==> src/sv/et_pkg.sv <==
package et_pkg;

	// Longest text the block is sized for; positions and lengths saturate below it.
	localparam int unsigned MAX_TEXT_LEN = 65536;
	localparam int unsigned PosCapInt = ((MAX_TEXT_LEN - 1) > 65535) ? 65535
		: (MAX_TEXT_LEN - 1);
	localparam logic [15:0] POS_CAP = 16'(PosCapInt);

	// At most three tokens come out of one byte.
	localparam int unsigned MAX_RESULTS = 3;
	localparam int unsigned FIFO_DEPTH = 8;
	localparam int unsigned FIFO_AW = $clog2(FIFO_DEPTH);

	typedef enum logic [3:0] {
		KIND_NUMBER    = 4'd0,
		KIND_IMAGINARY = 4'd1,
		KIND_VARIABLE  = 4'd2,
		KIND_OPERATOR  = 4'd3,
		KIND_LPAREN    = 4'd4,
		KIND_RPAREN    = 4'd5,
		KIND_LBRACKET  = 4'd6,
		KIND_RBRACKET  = 4'd7,
		KIND_COMMA     = 4'd8,
		KIND_SEMICOLON = 4'd9,
		KIND_END       = 4'd10
	} kind_t;

	typedef enum logic [4:0] {
		MODE_IDLE  = 5'b00001,
		MODE_INT   = 5'b00010,
		MODE_DOT   = 5'b00100,
		MODE_FRAC  = 5'b01000,
		MODE_IDENT = 5'b10000
	} mode_t;

	typedef struct packed {
		logic        last;
		logic [15:0] len;
		logic [15:0] start;
		kind_t       kind;
	} tok_t;

	// Tokens produced by one byte, valid from index 0 up to cnt-1.
	typedef struct packed {
		logic [1:0]     cnt;
		tok_t [2:0]     tok;
	} tok_group_t;

	function automatic logic [15:0] sat_add(logic [15:0] a, logic [1:0] b);
		logic [16:0] s;
		s = {1'b0, a} + {15'b0, b};
		return (s > {1'b0, POS_CAP}) ? POS_CAP : s[15:0];
	endfunction

	function automatic logic is_digit(logic [7:0] c);
		return c inside {["0":"9"]};
	endfunction

	function automatic logic is_letter(logic [7:0] c);
		return c inside {["a":"z"], ["A":"Z"]};
	endfunction

	// Single-byte tokens: returns valid flag and kind.
	function automatic logic [4:0] single_kind(logic [7:0] c);
		logic [4:0] r;
		case (c)
			"+", "-", "*", "/", "%", "=": r = {1'b1, KIND_OPERATOR};
			"(": r = {1'b1, KIND_LPAREN};
			")": r = {1'b1, KIND_RPAREN};
			"[": r = {1'b1, KIND_LBRACKET};
			"]": r = {1'b1, KIND_RBRACKET};
			",": r = {1'b1, KIND_COMMA};
			";": r = {1'b1, KIND_SEMICOLON};
			default: r = {1'b0, KIND_NUMBER};
		endcase
		return r;
	endfunction

	// Token for whatever is pending in a non-idle mode.
	function automatic tok_t pending_tok(mode_t m, logic [15:0] st, logic [15:0] cnt,
			logic starts_i);
		tok_t t;
		t.last  = 1'b0;
		t.start = st;
		t.len   = cnt;
		if (m == MODE_IDENT)
			t.kind = (cnt == 16'd1 && starts_i) ? KIND_IMAGINARY : KIND_VARIABLE;
		else
			t.kind = KIND_NUMBER;
		return t;
	endfunction

endpackage

==> src/sv/et_scan.sv <==
module et_scan import et_pkg::*; (
	input  logic       clk,
	input  logic       arst_n,
	input  logic       take,
	input  logic [7:0] char_code,
	input  logic       end_of_text,
	output tok_group_t res_s1
);

	mode_t       mode_q, mode_d;
	logic [15:0] start_q, start_d;
	logic [15:0] count_q, count_d;
	logic        si_q, si_d;
	logic [15:0] pos_q, pos_d;
	tok_group_t  res_d;

	logic        close_pend;
	logic        do_begin;
	logic [1:0]  n;
	logic [4:0]  sk;

	always_comb begin
		mode_d     = mode_q;
		start_d    = start_q;
		count_d    = count_q;
		si_d       = si_q;
		close_pend = 1'b0;
		do_begin   = 1'b0;
		n          = 2'd0;
		res_d      = '0;
		sk         = single_kind(char_code);

		case (mode_q)
			MODE_INT: begin
				if (is_digit(char_code))
					count_d = sat_add(count_q, 2'd1);
				else if (char_code == ".")
					mode_d = MODE_DOT;
				else begin
					close_pend = 1'b1;
					do_begin   = 1'b1;
				end
			end
			MODE_DOT: begin
				if (is_digit(char_code)) begin
					count_d = sat_add(count_q, 2'd2);
					mode_d  = MODE_FRAC;
				end else begin
					close_pend = 1'b1;
					do_begin   = 1'b1;
				end
			end
			MODE_FRAC: begin
				if (is_digit(char_code))
					count_d = sat_add(count_q, 2'd1);
				else begin
					close_pend = 1'b1;
					do_begin   = 1'b1;
				end
			end
			MODE_IDENT: begin
				if (is_letter(char_code) || is_digit(char_code) || char_code == "_")
					count_d = sat_add(count_q, 2'd1);
				else begin
					close_pend = 1'b1;
					do_begin   = 1'b1;
				end
			end
			default: begin
				mode_d   = MODE_IDLE;
				do_begin = 1'b1;
			end
		endcase

		if (close_pend) begin
			res_d.tok[n] = pending_tok(mode_q, start_q, count_q, si_q);
			n            = n + 2'd1;
			mode_d       = MODE_IDLE;
		end

		if (do_begin) begin
			if (is_digit(char_code)) begin
				mode_d  = MODE_INT;
				start_d = pos_q;
				count_d = 16'd1;
			end else if (is_letter(char_code)) begin
				mode_d  = MODE_IDENT;
				start_d = pos_q;
				count_d = 16'd1;
				si_d    = (char_code == "i");
			end else if (sk[4]) begin
				res_d.tok[n].kind  = kind_t'(sk[3:0]);
				res_d.tok[n].start = pos_q;
				res_d.tok[n].len   = 16'd1;
				n                  = n + 2'd1;
			end
		end

		if (end_of_text) begin
			if (mode_d != MODE_IDLE) begin
				res_d.tok[n] = pending_tok(mode_d, start_d, count_d, si_d);
				n            = n + 2'd1;
			end
			res_d.tok[n].kind  = KIND_END;
			res_d.tok[n].start = sat_add(pos_q, 2'd1);
			res_d.tok[n].len   = 16'd0;
			n                  = n + 2'd1;
			mode_d             = MODE_IDLE;
			pos_d              = 16'd0;
		end else begin
			pos_d = sat_add(pos_q, 2'd1);
		end

		if (n != 2'd0)
			res_d.tok[n - 2'd1].last = 1'b1;
		res_d.cnt = n;
	end

	always_ff @(posedge clk or negedge arst_n) begin
		if (!arst_n) begin
			mode_q  <= MODE_IDLE;
			start_q <= '0;
			count_q <= '0;
			si_q    <= 1'b0;
			pos_q   <= '0;
		end else if (take) begin
			mode_q  <= mode_d;
			start_q <= start_d;
			count_q <= count_d;
			si_q    <= si_d;
			pos_q   <= pos_d;
		end
	end

	// Result register; cnt is zero in any cycle with no transfer.
	always_ff @(posedge clk or negedge arst_n) begin
		if (!arst_n)
			res_s1 <= '0;
		else begin
			res_s1.cnt <= take ? res_d.cnt : 2'd0;
			res_s1.tok <= res_d.tok;
		end
	end

endmodule

==> src/sv/et_token_fifo.sv <==
module et_token_fifo import et_pkg::*; (
	input  logic       clk,
	input  logic       arst_n,
	input  tok_group_t push,
	output logic       room,
	output logic       out_valid,
	input  logic       out_ready,
	output tok_t       out_tok
);

	tok_t                 mem_q [FIFO_DEPTH];
	logic [FIFO_AW-1:0]   rd_ptr_q;
	logic [FIFO_AW-1:0]   wr_ptr_q;
	logic [FIFO_AW:0]     count_q;
	logic                 pop;
	logic [FIFO_AW+1:0]   fill;

	assign out_valid = (count_q != '0);
	assign out_tok   = mem_q[rd_ptr_q];
	assign pop       = out_valid && out_ready;

	// Room for a full burst on top of what is queued or still in the result register.
	assign fill = {1'b0, count_q} + {{FIFO_AW{1'b0}}, push.cnt};
	assign room = (fill <= (FIFO_AW+2)'(FIFO_DEPTH - MAX_RESULTS));

	always_ff @(posedge clk) begin
		for (int i = 0; i < MAX_RESULTS; i++) begin
			if (2'(i) < push.cnt)
				mem_q[wr_ptr_q + FIFO_AW'(i)] <= push.tok[i];
		end
	end

	always_ff @(posedge clk or negedge arst_n) begin
		if (!arst_n) begin
			rd_ptr_q <= '0;
			wr_ptr_q <= '0;
			count_q  <= '0;
		end else begin
			wr_ptr_q <= wr_ptr_q + FIFO_AW'(push.cnt);
			if (pop)
				rd_ptr_q <= rd_ptr_q + FIFO_AW'(1);
			count_q <= count_q + (FIFO_AW+1)'(push.cnt) - (FIFO_AW+1)'(pop);
		end
	end

endmodule

==> src/sv/expression_tokenizer.sv <==
// Expression tokenizer. Text enters one byte per transfer on s_*, s_tlast marking
// the final byte; tokens leave on m_* as kind, start position and length, with
// m_tlast on the last token caused by a byte. One byte is taken every cycle while
// s_tready is high: the scanner updates its state in the cycle of the transfer and registers up
// to three tokens, which the next cycle writes into an eight-entry token queue. A token
// reaches m_* by way of the result register and the queue. s_tready drops only
// when the queue, counting the tokens still in the result register, cannot take
// another burst of three; as long as m_* drains one token a cycle and bytes give
// one token each on average, the input runs at one byte per cycle. The last byte
// of a text also emits an end token and restarts positions at zero.
module expression_tokenizer import et_pkg::*; (
	input  logic        clk,
	input  logic        arst_n,
	input  logic        s_tvalid,
	output logic        s_tready,
	input  logic [7:0]  s_tdata,   // [7:0] char_code
	input  logic        s_tlast,   // end_of_text
	output logic        m_tvalid,
	input  logic        m_tready,
	output logic [39:0] m_tdata,   // [3:0] token_kind, [19:4] start_pos, [35:20] token_length
	output logic        m_tlast    // last_of_run
);

	tok_group_t res_s1;
	tok_t       head;
	logic       take;

	assign take = s_tvalid && s_tready;

	et_scan u_scan (
		.clk         (clk),
		.arst_n      (arst_n),
		.take        (take),
		.char_code   (s_tdata),
		.end_of_text (s_tlast),
		.res_s1      (res_s1)
	);

	et_token_fifo u_fifo (
		.clk       (clk),
		.arst_n    (arst_n),
		.push      (res_s1),
		.room      (s_tready),
		.out_valid (m_tvalid),
		.out_ready (m_tready),
		.out_tok   (head)
	);

	assign m_tdata = {4'b0, head.len, head.start, head.kind};
	assign m_tlast = head.last;

endmodule

==> config.mk <==
export PLATFORM = sky130hd
export DESIGN_NAME = expression_tokenizer
export DESIGN_NICKNAME = d
export VERILOG_FILES = /design/src/sv/et_pkg.sv /design/src/sv/et_scan.sv /design/src/sv/et_token_fifo.sv /design/src/sv/expression_tokenizer.sv
export SDC_FILE = /design/constraint.sdc
export NUM_CORES = 1
export LEC_CHECK = 0
export BUFFER_PORTS_ARGS = -buffer_cell sky130_fd_sc_hd__buf_4
export CAP_MARGIN = 20
export CORE_UTILIZATION = 40
export DETAILED_ROUTE_END_ITERATION = 6
export HOLD_SLACK_MARGIN = 0.03
export RECOVER_POWER = 50
export SYNTH_ARGS = -nofsm -noshare
export SYNTH_HDL_FRONTEND = slang
export SYNTH_SLANG_ARGS = --single-unit
==> constraint.sdc <==
create_clock -name clk -period 5.1 [get_ports clk]
set_input_delay 0 -clock clk [delete_from_list [all_inputs] [get_ports clk]]
set_output_delay 0 -clock clk [all_outputs]
set_load 0.01 [all_outputs]
==> key figures, run 1 <==
Place
  • PortBufs: 51
  • Pre-CTS setup slack: 458.4 ps
  • Placed Instances: between 3,000 and 4,000
  • Post-DP Area: ~28,000 µm²
  • Final HPWL DP: approximately 51,000 µm
  • GP Congestion: 0.8892

Floorplanning
  • Full die area: 69,470 µm²
  • I/O pin count: 56
  • Std-Cell Rows: 95
  • Die height: about 260 µm
  • Die width: about 260 µm
  • Core area: around 67,000 µm²
  • Initial Utilization: between 40% and 50%

Clock network
  • CTS root buffer: clkbuf_16
  • # H-tree levels: 2
  • Postcts setup bufs: 0
  • CTS Buf Count: 50
  • Clock Sinks: around 470
  • CTS tree: done
  • Maximum clock path buffer count: 3
  • Clk slew on worst S/H paths: about 80 ps
  • Cts hold-fix bufs: 11
  • Cts repair resizes: 0
  • Clk Latency, worst-skew pair: around 620 ps

Route
  • Drt drc: 0
  • DR WL/cell: between 20 and 25 µm
  • Antenna viol nets, final: 0
  • Vias per inst: approximately 6
  • Drt total wl: about 83,000 µm
  • DR vias: 20,610
  • DR pass1 iterations: 6
  • DRT iter0 DRCs: ~2,300

Cells and area
  • Leading cell type in the layout, fill and taps excluded: nand2_1
  • Area grow syn2layout: 9.418%
  • Fraction of layout cells with a size suffix above 1: between 10 and 15%
  • Filler Cell Count: approximately 6,200
  • Fin cells: ~3,400
  • Final instance area: between 20,000 and 30,000 µm²
  • Most frequent cells in the layout: nand2_1, o21ai_0, mux2i_1, edfxtp_1, dfrtp_1
  • Diode count: 0
  • Fin nets: between 2,000 and 3,000

Global route
  • Initial antenna violation count: 0
  • Global-route wire length before repair: 125,000 µm
  • Total GRT Usage: 23.52%
  • Grt ovf: 0
  • Pin count of the biggest net entering global routing: 74
  • Vias in the first global route: roughly 20,000

Timing
  • Hold_ws: about 76 ps
  • Fmax: approximately 220 MHz
  • Final worst-path cycle share: between 90% and 100%
  • Final Hold Vio Count: 0
  • Setup Skew: about 28 ps
  • Pins over their slew limit: 540
  • Min Tclk post-route: roughly 4600 ps
  • Final setup vio count: 0
  • Post-route setup TNS: 0 ps
  • RSZ-0062 raised after global routing: false
  • Max-slew headroom: -119.8%
  • Final worst setup slack: about 480 ps
  • Slew @ Worst Pin: 3296 ps

Power
  • Static Leak: 10.58 nW
  • Power Dens Cells: just over 400 nW/µm²
  • Worst VDD drop: ~0.29 mV

Setup path
  • CP Launch Point: s_tdata[2]
  • Worst Path Class, Setup: input port to flip-flop
  • End of the critical path: u_scan.res_s1[75]
  • Startpoint types: input port
  • Worst R2R Start: u_scan.mode_q[3]
  • Critical-path maximum fanout: 14
  • Worst reg2reg path endpoint: u_scan.res_s1[75]
  • CP Data Required Time: 5580 ps
  • Setup crit end kind: flip-flop
  • R2r worst-path depth: 15
  • CP arrival: around 5100 ps
  • R2r setup slk: roughly 480 ps

Logic synthesis
  • Post-synthesis xor/xnor area fraction: 1.120%
  • Ys Warns: 0
  • Post-Synth Adder-Cell Area: under 10%
  • Largest family of logic cells by synthesized area: multiplexers
  • Post-synth ARST share: 37.29%
  • Compound-Gate Fraction of Synth Area: 12.91%
  • Gate Count Post-Synth: 2,617
  • Mux contribution to synthesized area: between 10% and 20%
  • Synth Area in Simple Gates: between 10% and 20%
  • EDFF count, synth: 296
  • Mapped Avg Cell Area: 10.46 µm²
  • Cell Area, Synth: between 20,000 and 30,000 µm²
  • Seq/Total Area, Yosys: approximately half
  • Synth cell types: 92
  • FF+latch count, synth: around 470
  • Primary FF master, synth: edfxtp_1

Job
  • Max Cap Violations: 13

Status
  • Status: finished, violations left
  • Failing checks: max-capacitance violations, max-slew violations

Worst hold path
  • Hold Path Class: input port to flip-flop
through the flow:
stage	util, %	total power, mW
final	44.43	12.04
after global routing	44.43	12.51
after CTS	44.63	12.13
after detailed placement	41.71	8.032
after global placement	41.71	7.962
after floorplan	-	6.774
metal layers:
metal  wire length (µm)  global-route usage (%)
met3               6955                   3.049
met4               2356                   8.013
met5                  0                       0
met1              35470                   33.35
met2              38050                   37.07
critical path, cell delays in order:
cell and delay, ps:
dlygate4sd3_1 540, buf_4 180, a21oi_1 240, o221ai_2 230, a21oi_1 520, nor2_1 200, nor2b_1 390, inv_2 190
ha_1 340, o2111ai_1 380, ha_1 310, a21oi_1 230, inv_1 80, ha_1 190, nand2_1 330, clkinv_1 360
o31a_1 380
power by group:
part | leakage, nW | total (mW) | internal (mW) | switching (mW)
clock | 0.909 | 4.12 | 2.51 | 1.61
combinational | 4.52 | 3.04 | 1.47 | 1.57
sequential | 5.15 | 4.88 | 4.41 | 0.477
state kept, by name, indices dropped and copies added, names as in the netlist:
| name | count |
|---|---|
| u_fifo.rd_ptr_q | 3 |
| u_scan.start_q | 16 |
| u_scan.res_s1 | 112 |
| u_scan.count_q | 16 |
| u_scan.mode_q | 5 |
| u_scan.pos_q | 16 |
| u_scan.si_q | 1 |
| u_fifo.mem_q | 296 |
| u_fifo.wr_ptr_q | 3 |
| u_fifo.count_q | 4 |
worst min path at each step:
| stage | startpoint | end | cells past startpoint |
|---|---|---|---|
| 4_1_cts | s_tdata[1] | u_scan.res_s1[2] | 4 |
| 3_5_place_dp | arst_n | u_scan.pos_q[4] | 1 |
| 5_1_grt | s_tdata[1] | u_scan.res_s1[2] | 4 |
| 2_1_floorplan | arst_n | u_fifo.count_q[0] | 0 |
| 6_report | s_tdata[4] | u_scan.si_q | 4 |
| 3_3_place_gp | arst_n | u_scan.pos_q[3] | 1 |
synth_stat cells (23+ instances only):
master | number | area share, %
nand2_1 | 382 | 5.2
o21ai_0 | 338 | 6.2
mux2i_1 | 314 | 11
edfxtp_1 | 296 | 32
clkbuf_1 | 214 | 2.9
dfrtp_1 | 175 | 16
nor2_1 | 160 | 2.2
a21oi_1 | 89 | 1.6
mux4_2 | 74 | 6.1
buf_1 | 52 | 0.71
mux2_2 | 50 | 2.1
inv_1 | 34 | 0.47
ha_1 | 26 | 1.2
o22ai_1 | 26 | 0.59
nand3_1 | 25 | 0.46
xnor2_1 | 25 | 0.80
a221oi_1 | 23 | 0.74
final cells by class:
type	count	area [µm²]	area share [%]
multi-input cells	1806	12790	42.70
flip-flops and latches	472	13300	44.41
clock buffers	63	1405	4.692
repair buffers	105	785.8	2.624
clock inverters	31	436.7	1.458
inverters	37	138.9	0.4638
well taps	873	1092	3.648
logic make-up (layout without fill, tap and decap cells):
| kind of cell | Yosys count | after routing |
|---|---|---|
| compound gates | 594 | 594 |
| xor+xnor | 35 | 35 |
| fa+ha+maj | 29 | 29 |
| buf+inv | 342 | 236 |
| flops | 472 | 472 |
| mux | 438 | 438 |
| other cells | 1 | 4 |
| simple gates | 706 | 706 |
Note: power is estimated with default switching activity, not from simulation.
==> run 2, diff against run 1 <==
- CELL_PAD_IN_SITES_DETAIL_PLACEMENT: default -> 1
- CELL_PAD_IN_SITES_GLOBAL_PLACEMENT: default -> 1
- CTS_CLUSTER_SIZE: default -> 14
- PLACE_DENSITY_LB_ADDON: default -> 0.1
==> run 2 against run 1 <==
The run still ends with max-capacitance violations, max-slew violations left. Clock skew fell by 12 ps. Wire length grew 14%. Critical path depth down 3. Highest routed layer unchanged.
==> key figures, run 2 (synthesis results as in run 1) <==
Cells and area
  • Leading cell type in the layout, fill and taps excluded: nand2_1
  • Fin nets: 2,528 (+0.56%)
  • Final Core Density: 44.49% (+0.058 points)
  • Largest reg by FF count: u_fifo.mem_q
  • Area grow syn2layout: 9.560%
  • Most frequent cells in the layout: nand2_1, o21ai_0, mux2i_1, edfxtp_1, dfrtp_1
  • Biggest regs: u_fifo.mem_q: 296 flops, u_scan.res_s1: 112 flops
  • Max FFs per register: 296 (unchanged)
  • Filler Cell Count: 7,254 (+17%)
  • Diode count: 0 (unchanged)
  • Fraction of layout cells with a size suffix above 1: 13.79% (+0.30 points)

Timing
  • Max-slew headroom: -94.18% (+26 points)
  • Slew @ Worst Pin: 2913 ps (-383.6 ps)
  • Fmax: 218.6 MHz (+1.1%)
  • Final Hold Vio Count: 0 (unchanged)
  • Setup Skew: 15.71 ps (-12.09 ps)
  • Pins over their slew limit: 558 (+3.3%)
  • Post-route setup TNS: 0 ps (unchanged)
  • Min Tclk post-route: 4574 ps (-48.25 ps)
  • Final setup vio count: 0 (unchanged)
  • RSZ-0062 raised after global routing: false
  • Final worst-path cycle share: 89.69% (-0.95 points)
  • Final worst setup slack: 525.9 ps (+48.25 ps)

Route
  • Drt total wl: 94,380 µm (+14%)
  • Routed wl met2: 44,510 µm (+17%)
  • Antenna viol nets, final: 0 (unchanged)
  • DR WL/cell: 27.73 µm (+13%)
  • DRT iter0 DRCs: 1,599 (-32%)
  • DR pass1 iterations: 6 (unchanged)
  • DR vias: 20,693 (+0.40%)
  • Drt drc: 0 (unchanged)
  • Vias per inst: 6.079 (about the same)
  • Top Layer Used: met4
  • DR WL met3: 4942 µm (-29%)
  • M1 WL: 42,410 µm (+20%)

Worst hold path
  • Hold Path Class: input port to flip-flop
  • Hold Startpoint: s_tdata[4]
  • Worst hold endpoint: u_scan.si_q
  • Hold path depth: 4 (unchanged)

Status
  • Status: finished, violations left
  • Failing checks: max-capacitance violations, max-slew violations

Floorplanning
  • Full die area: 69,470 µm² (unchanged)
  • Initial Utilization: 40.61% (unchanged)
  • Core area: 67,400 µm² (unchanged)
  • Die height: 263.6 µm (unchanged)
  • I/O pin count: 56 (unchanged)
  • Std-Cell Rows: 95 (unchanged)
  • Die width: 263.6 µm (unchanged)

Clock network
  • CTS tree: done
  • Clock Sinks: 472 (unchanged)
  • Cts repair resizes: 0 (unchanged)
  • Clk slew on worst S/H paths: 70 ps (about the same)
  • Clk Latency, worst-skew pair: 610 ps (about the same)
  • # H-tree levels: 2 (unchanged)
  • CTS root buffer: clkbuf_16
  • CTS Buf Count: 55 (+10%)
  • Maximum clock path buffer count: 3 (unchanged)

Setup path
  • R2r worst-path depth: 14 (-1)
  • Worst reg2reg path endpoint: u_scan.res_s1[74]
  • Worst Path Class, Setup: flip-flop to flip-flop
  • Worst Path Buf+Inv: 2 (-3)
  • CP arrival: 5070 ps (-30 ps)
  • Crit-path max cell delay: 620 ps (+80 ps)
  • R2r setup slk: 530 ps (+50 ps)
  • Setup crit end kind: flip-flop
  • CP delay by family, top: simple AND/OR/NAND/NOR gates
  • CP Data Required Time: 5590 ps (about the same)
  • Worst R2R Start: u_scan.mode_q[3]
  • Critical path's slowest cell: or2_2
  • CP Cell Sequence: or4b_4 > nor2_1 > nand2_1 > nor2_1 > nor2b_1 > inv_2 > ha_1 > o2111ai_1 > ha_1 > a21oi_1 > inv_1 > ha_1 > or2_2 > nor4_1
  • Critical-path maximum fanout: 33 (+19)
  • CP Launch Point: u_scan.mode_q[3]
  • Startpoint types: flip-flop
  • Most used cell, CP: ha_1

Place
  • Pre-CTS setup slack: 541.7 ps (+83.33 ps)
  • Final HPWL DP: 58,760 µm (+16%)
  • GP Congestion: 0.8508 (-4.3%)
  • PortBufs: 51 (unchanged)

Power
  • Static Leak: 10.58 nW (about the same)
  • Worst VDD drop: 0.2744 mV (-6.9%)
  • Power Dens Cells: 399.0 nW/µm² (-0.79%)

Global route
  • Vias in the first global route: 21,654 (+8.4%)
  • Global-route wire length before repair: 142,100 µm (+14%)
  • Initial antenna violation count: 0 (unchanged)
  • Grt ovf: 0 (unchanged)
  • Pin count of the biggest net entering global routing: 74 (unchanged)
  • Total GRT Usage: 27.24% (+3.7 points)

Job
  • Max Cap Violations: 15 (+2)
run 2: cell count changes in the layout (fill, tap and decap cells not counted), moves of 4 or more:
cell and delta:
bufinv_16 -7, buf_4 +6, clkbuf_2 +4, clkbuf_8 +4
run 2: cell type report:
type | count | area [µm²] | share of cell area [%]
sequential | 472 | 13300 | 44.35
clock inverter | 28 | 246.5 | 0.8221
timing repair buffer | 114 | 867.1 | 2.892
tap | 873 | 1092 | 3.643
multi-input combinational | 1806 | 12820 | 42.76
inverter | 37 | 138.9 | 0.4632
clock buffer | 74 | 1519 | 5.066
run 2: tightest hold or removal path, stage by stage:
cell and delay (ps):
buf_4 150, or3_1 150, o41a_1 240, o21ai_0 90
run 2: what timing repair did:
action                     CTS  global route
setup endpoints to repair    0             0
hold buffers                13             0
hold endpoints to repair   130             0
buffers inserted             0             0
run 2: worst max path at each step:
stage,end,slack [ps],depth (start not counted)
after floorplan,u_scan.res_s1[14],1050,18
after global placement,u_scan.res_s1[74],680,14
after detailed placement,u_scan.res_s1[74],540,15
after CTS,u_scan.res_s1[74],500,14
after global routing,u_scan.res_s1[32],140,17
final,u_scan.res_s1[74],530,14
run 2: routing by layer:
layer,track usage (%),vias up
met4,7.492,0
li1,-,9220
met1,38.18,10718
met5,0,-
met2,44.46,606
met3,3.255,149
run 2: stage by stage:
stage / instance area [µm²] / hold slack, ps / instances / power [mW]
after floorplan: 27380 / -295.6 / 2620 / 6.774
after global placement: 28150 / 94.86 / 3289 / 8.069
after detailed placement: 28150 / 94.19 / 3289 / 8.150
after CTS: 30050 / 33.83 / 3404 / 12.10
after global routing: 29980 / 80.09 / 3404 / 12.46
final: 29980 / 77.35 / 3404 / 11.96
run 2: power by group:
| group | switching, mW | leakage, nW | internal [mW] |
|---|---|---|---|
| combinational | 1.65 | 4.57 | 1.48 |
| clock | 1.65 | 0.865 | 2.28 |
| sequential | 0.495 | 5.15 | 4.41 |
| total | 3.79 | 10.6 | 8.17 |
==> run 3, diff against run 2 <==
- RECOVER_POWER: 50 -> 100
==> run 3 against run 2 <==
The run still ends with max-capacitance violations, max-slew violations left. Non-clock buffer count is the same. Global-route usage did not move. Core utilization shrank 0.19 points. First-iteration DRC count is 1.9% lower. Combinational power shrank 4%. Clock skew is 0.74 ps lower. Sequential power about the same. Total power shrank 1.1%. Critical endpoint is now u_fifo.mem_q[2][21]. Largest cell class unchanged.
==> key figures, run 3 (synthesis results as in run 1) <==
Cells and area
  • Most frequent cells in the layout: nand2_1, o21ai_0, mux2i_1, edfxtp_1, dfrtp_1
  • Max FFs per register: 296 (unchanged)
  • Final Core Density: 44.30% (-0.19 points)
  • Fraction of layout cells with a size suffix above 1: 12.01% (-1.8 points)
  • Area grow syn2layout: 9.084%
  • Biggest regs: u_fifo.mem_q: 296 flops, u_scan.res_s1: 112 flops
  • Area of the multi-input gates: 12,780 µm² (-0.28%)
  • Storage cell area: 13,300 µm² (unchanged)
  • Leading cell type in the layout, fill and taps excluded: nand2_1
  • Fin nets: 2,528 (unchanged)
  • Filler Cell Count: 7,263 (+0.12%)
  • Largest reg by FF count: u_fifo.mem_q

Route
  • Drt total wl: 94,390 µm (about the same)
  • DR vias: 20,646 (-0.23%)
  • Vias per inst: 6.063 (-0.26%)
  • Antenna viol nets, final: 0 (unchanged)
  • Top Layer Used: met4
  • Routed wl met2: 44,520 µm (about the same)
  • DR WL met3: 4918 µm (-0.49%)
  • DR pass1 iterations: 5 (-1)
  • DRT iter0 DRCs: 1,568 (-1.9%)
  • M1 WL: 42,510 µm (+0.24%)
  • DR WL/cell: 27.72 µm (about the same)
  • Drt drc: 0 (unchanged)

Floorplanning
  • I/O pin count: 56 (unchanged)
  • Die height: 263.6 µm (unchanged)
  • Initial Utilization: 40.61% (unchanged)
  • Full die area: 69,470 µm² (unchanged)
  • Std-Cell Rows: 95 (unchanged)
  • Die width: 263.6 µm (unchanged)
  • Core area: 67,400 µm² (unchanged)

Status
  • Status: finished, violations left
  • Failing checks: max-capacitance violations, max-slew violations

Global route
  • Vias in the first global route: 21,654 (unchanged)
  • Total GRT Usage: 27.24% (unchanged)
  • Initial antenna violation count: 0 (unchanged)
  • Grt ovf: 0 (unchanged)
  • Pin count of the biggest net entering global routing: 74 (unchanged)
  • Global-route wire length before repair: 142,100 µm (unchanged)

Timing
  • Setup Skew: 14.97 ps (-0.7353 ps)
  • Slew @ Worst Pin: 2938 ps (+25.66 ps)
  • RSZ-0062 raised after global routing: false
  • Final Hold Vio Count: 0 (unchanged)
  • Min Tclk post-route: 4760 ps (+186.2 ps)
  • Final worst-path cycle share: 93.34% (+3.7 points)
  • Post-route setup TNS: 0 ps (unchanged)
  • Pins over their slew limit: 674 (+21%)
  • Fmax: 210.1 MHz (-3.9%)
  • Final setup vio count: 0 (unchanged)
  • Max-slew headroom: -95.89% (-1.7 points)

Clock network
  • CTS Buf Count: 55 (unchanged)
  • Postcts setup bufs: 0 (unchanged)
  • Cts repair resizes: 0 (unchanged)
  • Clock Sinks: 472 (unchanged)
  • # H-tree levels: 2 (unchanged)
  • CTS tree: done
  • Cts hold-fix bufs: 13 (unchanged)
  • Clk Latency, worst-skew pair: 610 ps (about the same)
  • CTS root buffer: clkbuf_16
  • Maximum clock path buffer count: 3 (unchanged)
  • Clk slew on worst S/H paths: 60 ps (about the same)

Power
  • Worst VDD drop: 0.2741 mV (-0.12%)
  • Final Power: 11.83 mW (-1.1%)
  • Power Dens Cells: 396.4 nW/µm² (-0.66%)
  • Static Leak: 10.49 nW (-0.89%)

Setup path
  • Worst reg2reg path endpoint: u_fifo.mem_q[2][21]
  • CP Data Required Time: 5270 ps (-320 ps)
  • Critical path's slowest cell: a31o_1
  • CP Cell Sequence: ha_1 > nand3_1 > nor2_2 > a31o_1
  • R2r worst-path depth: 4 (-10)
  • Worst R2R Start: u_fifo.wr_ptr_q[0]
  • Worst Path Class, Setup: flip-flop to flip-flop
  • CP Launch Point: u_fifo.wr_ptr_q[0]
  • Setup crit end kind: flip-flop
  • CP arrival: 4930 ps (-140 ps)
  • End of the critical path: u_fifo.mem_q[2][21]
  • Startpoint types: flip-flop
  • Critical-path maximum fanout: 37 (+12%)
  • Crit-path max cell delay: 2090 ps (+1470 ps)
  • R2r setup slk: 340 ps (-190 ps)

Job
  • Max Cap Violations: 19 (+4)

Place
  • PortBufs: 51 (unchanged)
  • GP Congestion: 0.8508 (unchanged)
  • Final HPWL DP: 58,760 µm (unchanged)

Worst hold path
  • Hold Path Class: input port to flip-flop
==> run 3: changes by cell type in the layout (fill, tap and decap cells not counted), sizes merged <==
| cell | delta |
|---|---|
| buf | -27 |
| clkbuf | +27 |
| diode | +1 |
==> run 3: how the worst min path moves through the flow <==
| stage | from | end | slack [ps] | depth (start not counted) |
|---|---|---|---|---|
| 6_report | s_tdata[4] | u_scan.si_q | 60 | 4 |
| 5_1_grt | s_tdata[4] | u_scan.si_q | 80 | 4 |
| 4_1_cts | s_tdata[4] | u_scan.si_q | 30 | 4 |
| 3_5_place_dp | arst_n | u_scan.si_q | 90 | 1 |
| 3_3_place_gp | arst_n | u_scan.si_q | 90 | 1 |
| 2_1_floorplan | arst_n | u_fifo.count_q[0] | -300 | 0 |
==> run 3: worst max-delay path: cells and delay by family (launching register included) <==
family / cells / cell delay, ps
fa+ha+maj: 1 / 450
compound gates: 1 / 2090
flops: 1 / 530
simple gates: 2 / 1230
==> run 3: area by class of cell <==
cell class / instances / area share (%)
tap: 873 / 3.659
inverter: 37 / 0.4652
antenna: 1 / 0.008382
multi-input combinational: 1806 / 42.82
sequential: 472 / 44.55
clock inverter: 28 / 0.8256
clock buffer: 74 / 5.088
timing repair buffer: 114 / 2.582
==> run 3: report_power, final <==
group	leakage (nW)	switching, mW	internal (mW)
logic	4.47	1.65	1.35
registers	5.15	0.494	4.41
clock network	0.865	1.65	2.28
==> run 3: routing by layer <==
metal / global-route usage (%) / vias up
met5: 0 / -
met4: 7.492 / 0
met3: 3.255 / 143
met2: 44.46 / 642
met1: 38.18 / 10641
li1: - / 9220
==> run 3: stage by stage <==
step / area (µm²) / std cells / hold slack, ps / setup slack, ps
after floorplan: 27380 / 2620 / -295.6 / 1053
after global placement: 28150 / 3289 / 94.86 / 681.2
after detailed placement: 28150 / 3289 / 94.19 / 541.7
after CTS: 30050 / 3404 / 33.83 / 504.4
after global routing: 29850 / 3404 / 80.09 / 82.93
final: 29850 / 3405 / 64.72 / 339.7
